$ cat src/rtl/core/pat_pkg.sv
// ----------------------------------------------------------------------------
// pat_pkg: shared types, codes and helpers for the pending ack timeout table
// Holds table geometry, command and event codes, the controller/datapath
// command and status bundles, and small slot search and time helpers.
// ----------------------------------------------------------------------------
`default_nettype none

package pat_pkg;

    // Table geometry
    localparam int TABLE_DEPTH = 16;
    localparam int IDX_W       = (TABLE_DEPTH > 1) ? $clog2(TABLE_DEPTH) : 1;
    localparam int MAX_RESULTS = 16;
    localparam int MARK_W      = $clog2(MAX_RESULTS + 1);

    // Field widths
    localparam int PERIOD_W = 10;
    localparam int ID_W     = 16;
    localparam int TMO_W    = 16;
    localparam int TAG_W    = 32;
    localparam int DATA_W   = 32;
    localparam int TIME_W   = 32;
    localparam int KIND_W   = 3;

    localparam logic [PERIOD_W-1:0] PERIOD_RESET = PERIOD_W'(50);

    // Input commands
    localparam logic [1:0] CMD_ADD      = 2'd0;
    localparam logic [1:0] CMD_RESPONSE = 2'd1;
    localparam logic [1:0] CMD_CANCEL   = 2'd2;
    localparam logic [1:0] CMD_TICK     = 2'd3;

    // Event kinds
    localparam logic [KIND_W-1:0] EV_ADDED          = 3'd0;
    localparam logic [KIND_W-1:0] EV_FULL           = 3'd1;
    localparam logic [KIND_W-1:0] EV_DELIVERED      = 3'd2;
    localparam logic [KIND_W-1:0] EV_LATE           = 3'd3;
    localparam logic [KIND_W-1:0] EV_UNKNOWN        = 3'd4;
    localparam logic [KIND_W-1:0] EV_CANCELLED      = 3'd5;
    localparam logic [KIND_W-1:0] EV_CANCEL_UNKNOWN = 3'd6;
    localparam logic [KIND_W-1:0] EV_TIMEOUT        = 3'd7;

    // One table entry as stored in the entry memory
    typedef struct packed {
        logic [ID_W-1:0]   key;
        logic [TIME_W-1:0] deadline;
        logic [TAG_W-1:0]  tag;
    } t_entry;

    // Controller to datapath
    typedef struct packed {
        logic load;       // capture input item, update clock and sweep counter
        logic scan_step;  // read the next slot of the scan
        logic act;        // finish add, response or cancel, load one event
        logic emit_rd;    // read the lowest marked slot
        logic emit;       // load one timeout event, free the slot
    } t_ctrl_cmd;

    // Datapath to controller
    typedef struct packed {
        logic in_tick;     // item at the input is a tick
        logic sweep_due;   // a tick accepted now starts a sweep
        logic cur_tick;    // item in work is a tick
        logic scan_last;   // scan reads the final slot
        logic mask_empty;  // no expired slot left to report
        logic emit_last;   // timeout being loaded is the final one
        logic out_free;    // output register can take an event
    } t_dp_stat;

    // Lowest set bit of a slot mask
    function automatic logic [IDX_W-1:0] lowest_index(input logic [TABLE_DEPTH-1:0] mask);
        logic [IDX_W-1:0] idx;
        idx = '0;
        for (int i = TABLE_DEPTH - 1; i >= 0; i--) begin
            if (mask[i]) begin
                idx = IDX_W'(i);
            end
        end
        return idx;
    endfunction

    // Late when now is strictly past the deadline, modulo 2^32
    function automatic logic is_late(input logic [TIME_W-1:0] now,
                                     input logic [TIME_W-1:0] deadline);
        logic [TIME_W-1:0] diff;
        diff = now - deadline;
        return (diff != '0) && !diff[TIME_W-1];
    endfunction

endpackage

`default_nettype wire

$ cat src/rtl/core/pat_ctrl.sv
// ----------------------------------------------------------------------------
// pat_ctrl: sequencer of the pending ack timeout table
// Accepts one item at a time; bar a tick with no sweep, runs the slot scan,
// then finishes the command or walks the marked slots, one timeout event per visit.
// ----------------------------------------------------------------------------
`default_nettype none

module pat_ctrl import pat_pkg::*; (
    input  wire logic      i_clk,
    input  wire logic      i_rst_n,
    input  wire logic      i_valid,
    output logic           o_ready,
    input  wire t_dp_stat  i_stat,
    output t_ctrl_cmd      o_cmd
);

    typedef enum logic [2:0] {
        S_IDLE,
        S_SCAN,
        S_TAIL,
        S_ACT,
        S_EMIT_RD,
        S_EMIT
    } t_state;

    t_state r_state;
    t_state n_state;

    // Decode commands and next state
    always_comb begin
        n_state = r_state;
        o_cmd   = '0;
        o_ready = 1'b0;
        unique case (r_state)
            S_IDLE: begin
                o_ready = 1'b1;
                if (i_valid) begin
                    o_cmd.load = 1'b1;
                    if (!i_stat.in_tick || i_stat.sweep_due) begin
                        n_state = S_SCAN;
                    end
                end
            end
            S_SCAN: begin
                o_cmd.scan_step = 1'b1;
                if (i_stat.scan_last) begin
                    n_state = S_TAIL;
                end
            end
            S_TAIL: begin
                n_state = i_stat.cur_tick ? S_EMIT_RD : S_ACT;
            end
            S_ACT: begin
                if (i_stat.out_free) begin
                    o_cmd.act = 1'b1;
                    n_state   = S_IDLE;
                end
            end
            S_EMIT_RD: begin
                if (i_stat.mask_empty) begin
                    n_state = S_IDLE;
                end else begin
                    o_cmd.emit_rd = 1'b1;
                    n_state       = S_EMIT;
                end
            end
            S_EMIT: begin
                if (i_stat.out_free) begin
                    o_cmd.emit = 1'b1;
                    n_state    = i_stat.emit_last ? S_IDLE : S_EMIT_RD;
                end
            end
            default: begin
                n_state = S_IDLE;
            end
        endcase
    end

    // Hold state
    always_ff @(posedge i_clk) begin
        if (!i_rst_n) begin
            r_state <= S_IDLE;
        end else begin
            r_state <= n_state;
        end
    end

    // A command item or a due tick always starts a scan
    a_accept_scan: assert property (@(posedge i_clk) disable iff (!i_rst_n)
        (i_valid && o_ready && (!i_stat.in_tick || i_stat.sweep_due)) |=> r_state == S_SCAN)
        else $error("accepted item did not start a scan");

    // A tick that is not due finishes at once
    a_tick_idle: assert property (@(posedge i_clk) disable iff (!i_rst_n)
        (i_valid && o_ready && i_stat.in_tick && !i_stat.sweep_due) |=> r_state == S_IDLE)
        else $error("tick without sweep did not return to idle");

    // A timeout read only follows a non-empty mark set
    a_emit_mask: assert property (@(posedge i_clk) disable iff (!i_rst_n)
        o_cmd.emit_rd |=> (r_state == S_EMIT) && !i_stat.mask_empty)
        else $error("timeout read with no marked slot");

endmodule

`default_nettype wire

$ cat src/rtl/core/pat_dp.sv
// ----------------------------------------------------------------------------
// pat_dp: datapath of the pending ack timeout table
// Entry memory with one registered read port, valid flags, millisecond clock,
// sweep counter, scan compare stage, timeout mark set and output register.
// ----------------------------------------------------------------------------
`default_nettype none

module pat_dp import pat_pkg::*; (
    input  wire logic                i_clk,
    input  wire logic                i_rst_n,
    // configuration
    input  wire logic                i_cfg_we,
    input  wire logic [PERIOD_W-1:0] i_cfg_wdata,
    // input item
    input  wire logic [1:0]          i_command,
    input  wire logic [ID_W-1:0]     i_ack_id,
    input  wire logic [TMO_W-1:0]    i_timeout_ms,
    input  wire logic [TAG_W-1:0]    i_user_tag,
    input  wire logic [DATA_W-1:0]   i_response_data,
    // result item
    output logic                     o_valid,
    input  wire logic                i_ready,
    output logic [KIND_W-1:0]        o_event_kind,
    output logic [ID_W-1:0]          o_event_id,
    output logic [TAG_W-1:0]         o_event_tag,
    output logic [DATA_W-1:0]        o_event_data,
    output logic                     o_last,
    // controller
    input  wire t_ctrl_cmd           i_cmd,
    output t_dp_stat                 o_stat
);

    // Configuration and time state
    logic [PERIOD_W-1:0]    r_period;
    logic [TIME_W-1:0]      r_now;
    logic [PERIOD_W-1:0]    r_sweep;
    logic [TABLE_DEPTH-1:0] r_valid;

    // Captured item
    logic [1:0]        r_cmd;
    logic [ID_W-1:0]   r_id;
    logic [TMO_W-1:0]  r_tmo;
    logic [TAG_W-1:0]  r_tag;
    logic [DATA_W-1:0] r_data;

    // Entry memory and read port
    t_entry           r_mem [TABLE_DEPTH];
    t_entry           r_rd_data;
    logic [IDX_W-1:0] r_cnt;
    logic             r_rd_vld;
    logic [IDX_W-1:0] r_rd_idx;

    // Scan results
    logic                   r_hit;
    logic [IDX_W-1:0]       r_hit_idx;
    logic [TAG_W-1:0]       r_hit_tag;
    logic                   r_hit_late;
    logic [TABLE_DEPTH-1:0] r_mask;
    logic [MARK_W-1:0]      r_mark_cnt;
    logic [IDX_W-1:0]       r_emit_idx;

    // Output register
    logic              r_o_valid;
    logic [KIND_W-1:0] r_o_kind;
    logic [ID_W-1:0]   r_o_id;
    logic [TAG_W-1:0]  r_o_tag;
    logic [DATA_W-1:0] r_o_data;
    logic              r_o_last;

    // Combinational helpers
    logic [PERIOD_W-1:0]    sweep_inc;
    logic                   any_valid;
    logic                   free_found;
    logic [IDX_W-1:0]       free_idx;
    logic [IDX_W-1:0]       add_idx;
    logic                   add_ok;
    logic [IDX_W-1:0]       rd_addr;
    logic                   rd_en;
    logic                   wr_en;
    logic                   slot_valid;
    logic                   slot_late;
    logic [TABLE_DEPTH-1:0] hit_bit;
    logic [TABLE_DEPTH-1:0] emit_bit;
    logic [TABLE_DEPTH-1:0] mask_rest;
    logic                   out_free;
    logic                   out_load;
    logic [KIND_W-1:0]      n_kind;
    logic [ID_W-1:0]        n_id;
    logic [TAG_W-1:0]       n_tag;
    logic [DATA_W-1:0]      n_data;
    logic                   n_last;

    assign sweep_inc  = r_sweep + PERIOD_W'(1);
    assign any_valid  = |r_valid;
    assign free_found = ~&r_valid;
    assign free_idx   = lowest_index(~r_valid);
    assign add_idx    = r_hit ? r_hit_idx : free_idx;
    assign add_ok     = r_hit || free_found;
    assign rd_addr    = i_cmd.scan_step ? r_cnt : lowest_index(r_mask);
    assign rd_en      = i_cmd.scan_step || i_cmd.emit_rd;
    assign wr_en      = i_cmd.act && (r_cmd == CMD_ADD) && add_ok;
    assign slot_valid = r_valid[r_rd_idx];
    assign slot_late  = is_late(r_now, r_rd_data.deadline);
    assign hit_bit    = r_hit ? (TABLE_DEPTH'(1) << r_hit_idx) : '0;
    assign emit_bit   = TABLE_DEPTH'(1) << r_emit_idx;
    assign mask_rest  = r_mask & ~emit_bit;
    assign out_free   = !r_o_valid || i_ready;

    // Status to the controller
    always_comb begin
        o_stat.in_tick    = (i_command == CMD_TICK);
        o_stat.sweep_due  = any_valid && (sweep_inc >= r_period);
        o_stat.cur_tick   = (r_cmd == CMD_TICK);
        o_stat.scan_last  = (r_cnt == IDX_W'(TABLE_DEPTH - 1));
        o_stat.mask_empty = (r_mask == '0);
        o_stat.emit_last  = (mask_rest == '0);
        o_stat.out_free   = out_free;
    end

    // Build the next event
    always_comb begin
        out_load = 1'b0;
        n_kind   = EV_ADDED;
        n_id     = r_id;
        n_tag    = '0;
        n_data   = '0;
        n_last   = 1'b1;
        if (i_cmd.emit) begin
            out_load = 1'b1;
            n_kind   = EV_TIMEOUT;
            n_id     = r_rd_data.key;
            n_tag    = r_rd_data.tag;
            n_last   = (mask_rest == '0);
        end else if (i_cmd.act) begin
            out_load = 1'b1;
            unique case (r_cmd)
                CMD_ADD: begin
                    n_kind = add_ok ? EV_ADDED : EV_FULL;
                    n_tag  = add_ok ? r_tag : '0;
                end
                CMD_RESPONSE: begin
                    if (!r_hit) begin
                        n_kind = EV_UNKNOWN;
                    end else if (r_hit_late) begin
                        n_kind = EV_LATE;
                        n_tag  = r_hit_tag;
                    end else begin
                        n_kind = EV_DELIVERED;
                        n_tag  = r_hit_tag;
                        n_data = r_data;
                    end
                end
                CMD_CANCEL: begin
                    n_kind = r_hit ? EV_CANCELLED : EV_CANCEL_UNKNOWN;
                    n_tag  = r_hit ? r_hit_tag : '0;
                end
                CMD_TICK: begin
                    out_load = 1'b0;
                end
                default: begin
                    out_load = 1'b0;
                end
            endcase
        end
    end

    // Entry memory: one write, one registered read
    always_ff @(posedge i_clk) begin
        if (wr_en) begin
            r_mem[add_idx] <= '{key: r_id, deadline: r_now + TIME_W'(r_tmo), tag: r_tag};
        end
        if (rd_en) begin
            r_rd_data <= r_mem[rd_addr];
        end
    end

    // Capture item payload
    always_ff @(posedge i_clk) begin
        if (i_cmd.load) begin
            r_cmd  <= i_command;
            r_id   <= i_ack_id;
            r_tmo  <= i_timeout_ms;
            r_tag  <= i_user_tag;
            r_data <= i_response_data;
        end
        if (i_cmd.emit_rd) begin
            r_emit_idx <= rd_addr;
        end
        if (r_rd_vld && slot_valid && (r_rd_data.key == r_id) && !r_hit) begin
            r_hit_idx  <= r_rd_idx;
            r_hit_tag  <= r_rd_data.tag;
            r_hit_late <= slot_late;
        end
        r_rd_idx <= r_cnt;
        if (out_load) begin
            r_o_kind <= n_kind;
            r_o_id   <= n_id;
            r_o_tag  <= n_tag;
            r_o_data <= n_data;
            r_o_last <= n_last;
        end
    end

    // Control state: clock, sweep counter, valid flags, scan, output valid
    always_ff @(posedge i_clk) begin
        if (!i_rst_n) begin
            r_period   <= PERIOD_RESET;
            r_now      <= '0;
            r_sweep    <= '0;
            r_valid    <= '0;
            r_cnt      <= '0;
            r_rd_vld   <= 1'b0;
            r_hit      <= 1'b0;
            r_mask     <= '0;
            r_mark_cnt <= '0;
            r_o_valid  <= 1'b0;
        end else begin
            if (i_cfg_we) begin
                r_period <= i_cfg_wdata;
            end

            // Start a new item: advance time on a tick, clear scan results
            if (i_cmd.load) begin
                r_cnt      <= '0;
                r_hit      <= 1'b0;
                r_mask     <= '0;
                r_mark_cnt <= '0;
                if (i_command == CMD_TICK) begin
                    r_now <= r_now + TIME_W'(1);
                    if (any_valid) begin
                        r_sweep <= o_stat.sweep_due ? '0 : sweep_inc;
                    end
                end
            end

            // Advance the scan address
            r_rd_vld <= i_cmd.scan_step;
            if (i_cmd.scan_step) begin
                r_cnt <= r_cnt + IDX_W'(1);
            end

            // Compare the slot read last cycle
            if (r_rd_vld && slot_valid) begin
                if ((r_rd_data.key == r_id) && !r_hit) begin
                    r_hit <= 1'b1;
                end
                if ((r_cmd == CMD_TICK) && slot_late &&
                    (r_mark_cnt < MARK_W'(MAX_RESULTS))) begin
                    r_mask[r_rd_idx] <= 1'b1;
                    r_mark_cnt       <= r_mark_cnt + MARK_W'(1);
                end
            end

            // Finish add, response or cancel
            if (i_cmd.act) begin
                if (r_cmd == CMD_ADD) begin
                    if (add_ok) begin
                        r_valid[add_idx] <= 1'b1;
                    end
                end else if (r_cmd != CMD_TICK) begin
                    r_valid <= r_valid & ~hit_bit;
                    if ((r_valid & ~hit_bit) == '0) begin
                        r_sweep <= '0;
                    end
                end
            end

            // Free a reported slot
            if (i_cmd.emit) begin
                r_valid <= r_valid & ~emit_bit;
                r_mask  <= mask_rest;
            end

            // Output valid: set on load, drop on take
            if (out_load) begin
                r_o_valid <= 1'b1;
            end else if (i_ready) begin
                r_o_valid <= 1'b0;
            end
        end
    end

    assign o_valid      = r_o_valid;
    assign o_event_kind = r_o_kind;
    assign o_event_id   = r_o_id;
    assign o_event_tag  = r_o_tag;
    assign o_event_data = r_o_data;
    assign o_last       = r_o_last;

    // Marked slots are always live entries
    a_mask_valid: assert property (@(posedge i_clk) disable iff (!i_rst_n)
        (r_mask & ~r_valid) == '0)
        else $error("timeout mark on a free slot");

    // A matched response or cancel frees its slot
    a_free_hit: assert property (@(posedge i_clk) disable iff (!i_rst_n)
        (i_cmd.act && r_hit && (r_cmd == CMD_RESPONSE || r_cmd == CMD_CANCEL))
        |=> !r_valid[$past(r_hit_idx)])
        else $error("matched slot still valid after response or cancel");

    // A reported timeout is in the output register next cycle
    a_emit_out: assert property (@(posedge i_clk) disable iff (!i_rst_n)
        i_cmd.emit |=> o_valid && (o_event_kind == EV_TIMEOUT))
        else $error("timeout event not loaded");

endmodule

`default_nettype wire

$ cat src/rtl/core/pending_ack_timeout_table.sv
// ----------------------------------------------------------------------------
// pending_ack_timeout_table: table of outstanding acks with timeout sweeps
// Top level joining the sequencer and the datapath.
// ----------------------------------------------------------------------------
// Usage:
//   Input channel (i_valid/o_ready) takes one item: add, response, cancel or
//   one millisecond tick. Output channel (o_valid/i_ready) returns events;
//   o_last marks the final event of an item. A tick that does not start a
//   sweep returns no event.
//   Each non-tick item scans all 16 slots through the single read port of the
//   entry memory, then loads its event into the output register once that
//   is free; the next item is taken after that. A tick without a sweep skips
//   the scan. A sweep tick also scans all 16 slots, then reads and loads its
//   timeouts one after another; the next item is taken after the last
//   timeout, or straight after the scan if none expired.
//   i_cfg_we writes check_period (ticks between sweeps) from i_cfg_wdata;
//   write it only while the block is idle.
//   Reset (i_rst_n low, synchronous) frees all slots, clears the clock and
//   sweep counter and sets check_period to 50. No clearing pass is needed.
//   When the receiver stalls, the event waits in the output register and
//   the sequencer holds before loading the next one.
// ----------------------------------------------------------------------------
`default_nettype none

module pending_ack_timeout_table import pat_pkg::*; (
    input  wire logic                i_clk,
    input  wire logic                i_rst_n,
    input  wire logic                i_cfg_we,
    input  wire logic [PERIOD_W-1:0] i_cfg_wdata,
    input  wire logic                i_valid,
    output logic                     o_ready,
    input  wire logic [1:0]          i_command,
    input  wire logic [ID_W-1:0]     i_ack_id,
    input  wire logic [TMO_W-1:0]    i_timeout_ms,
    input  wire logic [TAG_W-1:0]    i_user_tag,
    input  wire logic [DATA_W-1:0]   i_response_data,
    output logic                     o_valid,
    input  wire logic                i_ready,
    output logic [KIND_W-1:0]        o_event_kind,
    output logic [ID_W-1:0]          o_event_id,
    output logic [TAG_W-1:0]         o_event_tag,
    output logic [DATA_W-1:0]        o_event_data,
    output logic                     o_last
);

    t_ctrl_cmd ctrl_cmd;
    t_dp_stat  dp_stat;

    // Sequencer
    pat_ctrl u_ctrl (
        .i_clk   (i_clk),
        .i_rst_n (i_rst_n),
        .i_valid (i_valid),
        .o_ready (o_ready),
        .i_stat  (dp_stat),
        .o_cmd   (ctrl_cmd)
    );

    // Datapath
    pat_dp u_dp (
        .i_clk           (i_clk),
        .i_rst_n         (i_rst_n),
        .i_cfg_we        (i_cfg_we),
        .i_cfg_wdata     (i_cfg_wdata),
        .i_command       (i_command),
        .i_ack_id        (i_ack_id),
        .i_timeout_ms    (i_timeout_ms),
        .i_user_tag      (i_user_tag),
        .i_response_data (i_response_data),
        .o_valid         (o_valid),
        .i_ready         (i_ready),
        .o_event_kind    (o_event_kind),
        .o_event_id      (o_event_id),
        .o_event_tag     (o_event_tag),
        .o_event_data    (o_event_data),
        .o_last          (o_last),
        .i_cmd           (ctrl_cmd),
        .o_stat          (dp_stat)
    );

endmodule

`default_nettype wire

$ cat config.mk
export PLATFORM = sky130hd
export DESIGN_NAME = pending_ack_timeout_table
export DESIGN_NICKNAME = d
export VERILOG_FILES = /design/src/rtl/core/pat_pkg.sv /design/src/rtl/core/pat_ctrl.sv /design/src/rtl/core/pat_dp.sv /design/src/rtl/core/pending_ack_timeout_table.sv
export SDC_FILE = /design/constraint.sdc
export NUM_CORES = 2
export LEC_CHECK = 0
export ABC_AREA = 1
export BUFFER_PORTS_ARGS = -buffer_cell sky130_fd_sc_hd__clkbuf_2
export CAP_MARGIN = 5
export CORE_MARGIN = 2
export CORE_UTILIZATION = 60
export CTS_BUF_LIST = sky130_fd_sc_hd__clkbuf_2
export DETAILED_ROUTE_END_ITERATION = 12
export PLACE_DENSITY_LB_ADDON = 0.3
export SETUP_SLACK_MARGIN = 0.1
export SLEW_MARGIN = 20
export SYNTH_ARGS = -nofsm -noshare
export SYNTH_HDL_FRONTEND = slang
export SYNTH_SLANG_ARGS = --single-unit
export TNS_END_PERCENT = 100
$ cat constraint.sdc
create_clock -name i_clk -period 8.35 [get_ports i_clk]
set_input_delay 1.67 -clock i_clk [delete_from_list [all_inputs] [get_ports i_clk]]
set_output_delay 1.67 -clock i_clk [all_outputs]
set_load 0.01 [all_outputs]
==> flow_metrics.env <==
export IMPL_start_util_pct=60.4
export IMPL_synth_net_count=7381
export IMPL_grt_max_degree=245
export IMPL_syn_area_mm2=0.0757
export IMPL_p_sw_w=0.0119
export IMPL_dieArea_mm2=0.129
export IMPL_synth_seq_cells=1686
export IMPL_grt_pass1_vias=53511
export IMPL_max_freq_ghz=0.200
export IMPL_avgSynthCellArea_um2=10.5
export IMPL_r2r_setup_slack_ps=3350
export IMPL_r2r_cells=10
export IMPL_yosysWarnings=0
export IMPL_routed_wl_mm=194
export IMPL_power_w=0.0274
export IMPL_critPathMaxStageDelay_ps=710
export IMPL_syn_to_final_growth_pct=8.87
export IMPL_synth_top_area_cell="edfxtp_1"
export IMPL_p_int_w=0.0154
export IMPL_cp_slowest_cell="buf_4"
export IMPL_cp_required_ps=9630
export IMPL_endpoint_kind="flip-flop"
export IMPL_gr_total_overflow=0
export IMPL_clk_latency_ps=1840
export IMPL_num_io_pins=199
export IMPL_slew_headroom_pct=22.2
export IMPL_routed_wire_length_per_instance_um=20.3
export IMPL_clk_path_buf_depth=4
export IMPL_start_kind="flip-flop"
export IMPL_critPathKind="reg -> reg"
export IMPL_viasPerCell=5.76
export IMPL_async_flop_share_pct=0
export IMPL_ctsRootBufferMaster="clkbuf_2"
export IMPL_dp_hpwl_mm=101
export IMPL_drive_above_1_share_pct=12.6
export IMPL_synth_top_area_share_pct=62.8
export IMPL_ir_drop_mv=0.634
export IMPL_cp_max_fo=47
export IMPL_post_cts_resized=0
export IMPL_die_y_um=359
export IMPL_ys_types=65
export IMPL_switching_share_pct=43.6
export IMPL_synthFlopType="edfxtp_1"
export IMPL_fin_crit_sh_pct=59.8
export IMPL_cts_hold_buf=46
export IMPL_drc_errors=0
export IMPL_portBuffers=198
export IMPL_min_path_type="in -> reg"
export IMPL_finalMaxSlewViolations=0
export IMPL_rows=130
export IMPL_cpMostUsedCell="buf_4"
export IMPL_numCtsBuffers=426
export IMPL_drtAntennaViolNets=0
export IMPL_antenna_found_initial=4
export IMPL_post_cts_buffers=0
export IMPL_seqCellArea_mm2=0.0496
export IMPL_min_to="u_dp.r_tag[7]"
export IMPL_combPwrFrac_pct=41.4
export IMPL_core_area_mm2=0.125
export IMPL_vias=54849
export IMPL_setup_violations_final=0
export IMPL_cap_viol_max_count=0
export IMPL_hold_viol_final=0
export IMPL_min_period_ps=5000
export IMPL_cts_sinks=1686
export IMPL_p_per_area_mw_per_mm2=332
export IMPL_path_cells="inv_1, ha_1, clkinv_1, nor2_4, buf_4, nand2_1, buf_4, nor2_4, buf_16, buf_4"
export IMPL_grt_pass1_wl_mm=297
export IMPL_ys_top_cells_by_area="edfxtp_1 63%, nand3_1 10%, inv_1 6.3%, nand2_1 5.4%, nand3b_1 3.2%"
export IMPL_dr_pass1_iters=7
export IMPL_r2r_end="u_dp.r_mem[5][53]"
export IMPL_cts_tree="yes"
export IMPL_critPathArrivalTime_ps=6270
export IMPL_holdPathStages=1
export IMPL_nNetsFinal=7747
export IMPL_hold_start="i_user_tag[7]"
export IMPL_die_x_um=359
export IMPL_cts_clk_slew_worst_paths_ps=110
export IMPL_nFillCells=9512
export IMPL_reg2reg_from="u_dp.r_cmd[1]"
export IMPL_ys_top_cells_by_count="1583 x edfxtp_1, 1520 x nand3_1, 1269 x inv_1"
export IMPL_worstMarginPinSlew_ps=1170
export IMPL_skew_ps=241
export IMPL_rsz0062_at_grt="no"
export IMPL_p_clk_share_pct=19.4
export IMPL_synth_edff_count=1583
export IMPL_grt_use_total_pct=29.6
export IMPL_htreeDepth=5
export IMPL_fin_tns_setup_ps=0
export IMPL_synthMostInstantiatedCell="edfxtp_1"
export IMPL_drt_iter0_drc=6343
export IMPL_final_instance_count_excl_fill=9527
export IMPL_synth_cells=7201
export IMPL_p_seq_share_pct=39.2
export IMPL_multi_input_area_mm2=0.0201
export IMPL_status="complete, no violations"
export IMPL_place_inst=8742
export IMPL_place_gp_congestion=0.924
export IMPL_ys_seq_area_share_pct=65.5
export IMPL_leakage_nw=34.5
==> registers in the layout (all words and copies together) (netlist names), 4 cells and up <==
| signal | count |
|---|---|
| u_dp.r_mark_cnt | 5 |
| u_dp.o_event_data | 32 |
| u_dp.r_hit_tag | 32 |
| u_dp.r_valid | 16 |
| u_dp.r_now | 32 |
| u_dp.r_tag | 32 |
| u_dp.o_event_tag | 32 |
| u_dp.r_rd_idx | 4 |
| u_dp.r_period | 10 |
| u_dp.r_data | 32 |
| u_dp.r_id | 16 |
| u_dp.r_tmo | 16 |
| u_dp.r_cnt | 4 |
| u_dp.r_mask | 16 |
| u_dp.r_hit_idx | 4 |
| u_dp.r_emit_idx | 4 |
| u_dp.r_rd_data | 80 |
| u_dp.r_mem | 1280 |
| u_dp.r_sweep | 10 |
| u_dp.o_event_id | 16 |
==> per-layer routing <==
layer | up-vias | wire, um | GRT usage, %
met1 | 25938 | 75700 | 39.4
met4 | 4 | 7240 | 13.2
met5 | - | 27 | 0
met2 | 3008 | 91100 | 48.0
met3 | 521 | 19500 | 5.48
li1 | 25378 | - | -
==> power groups by stage <==
stage / sequential (W) / combinational, W / clock, W
2_1_floorplan: 0.0108 / 0.00806 / 0
3_3_place_gp: 0.0109 / 0.0108 / 0
3_5_place_dp: 0.0109 / 0.0111 / 0
4_1_cts: 0.0107 / 0.0112 / 0.00541
5_1_grt: 0.0108 / 0.0124 / 0.00582
6_report: 0.0107 / 0.0113 / 0.00531
==> logic make-up after synthesis <==
| group | after synthesis | share of synthesized area (%) |
|---|---|---|
| flip-flops | 1686 | 65.5 |
| multiplexers | 3 | 0.0446 |
| adder cells (fa/ha/maj) | 67 | 1.13 |
| AND/OR/NAND/NOR | 3324 | 21.1 |
| buffers and inverters | 1664 | 8.45 |
| XOR/XNOR | 66 | 0.763 |
| AO/OA/AOI/OAI | 391 | 3.00 |
==> stage by stage <==
step	setup WS (ps)	util, %	area [um^2]	hold WS (ps)
after floorplan	2130	-	75700	376
after global placement	3030	62.3	78100	410
after detailed placement	3300	62.3	78200	411
after CTS	3420	65.6	82300	0.435
after global routing	3110	65.7	82400	-7.45
final	3350	65.7	82400	148
==> worst max path at each step <==
stage	start	end	slack [ps]
floorplan	i_ready	u_dp.r_mem[5][0]	2130
global placement	i_ready	u_dp.r_mem[5][39]	3030
detailed placement	i_ready	u_dp.r_mem[5][39]	3300
CTS	u_dp.r_cmd[1]	u_dp.r_mem[5][53]	3420
global route	u_dp.r_now[1]	u_dp.r_mem[14][60]	3110
finish	u_dp.r_cmd[1]	u_dp.r_mem[5][53]	3350
==> layout make-up <==
type,instances,area share (%)
clock buffers,600,3.64
flip-flops and latches,1686,60.2
clock inverters,130,0.759
inverters,1287,5.89
diodes,8,0.0243
well taps,1650,2.50
repair buffers,315,2.70
multi-input cells,3851,24.3
==> cell usage in the layout (no fill, tap or decap), drive strengths merged, types with 48 or more instances in the layout <==
cell type	instances
nand2	1093
o21ai	125
nand3	1524
a21oi	139
buf	71
edfxtp	1583
xor2	48
clkbuf	798
inv	1287
clkinv	126
dfxtp	103
nor2	274
ha	65
nand3b	324
==> worst max-delay path, delay by kind of cell, from the launching register on <==
kind,cells,cell delay [ps]
adder cells (fa/ha/maj),1,410
AND/OR/NAND/NOR,3,1260
buffers and inverters,6,2290
flip-flops,1,460
Power figures use the tool's default switching activity.
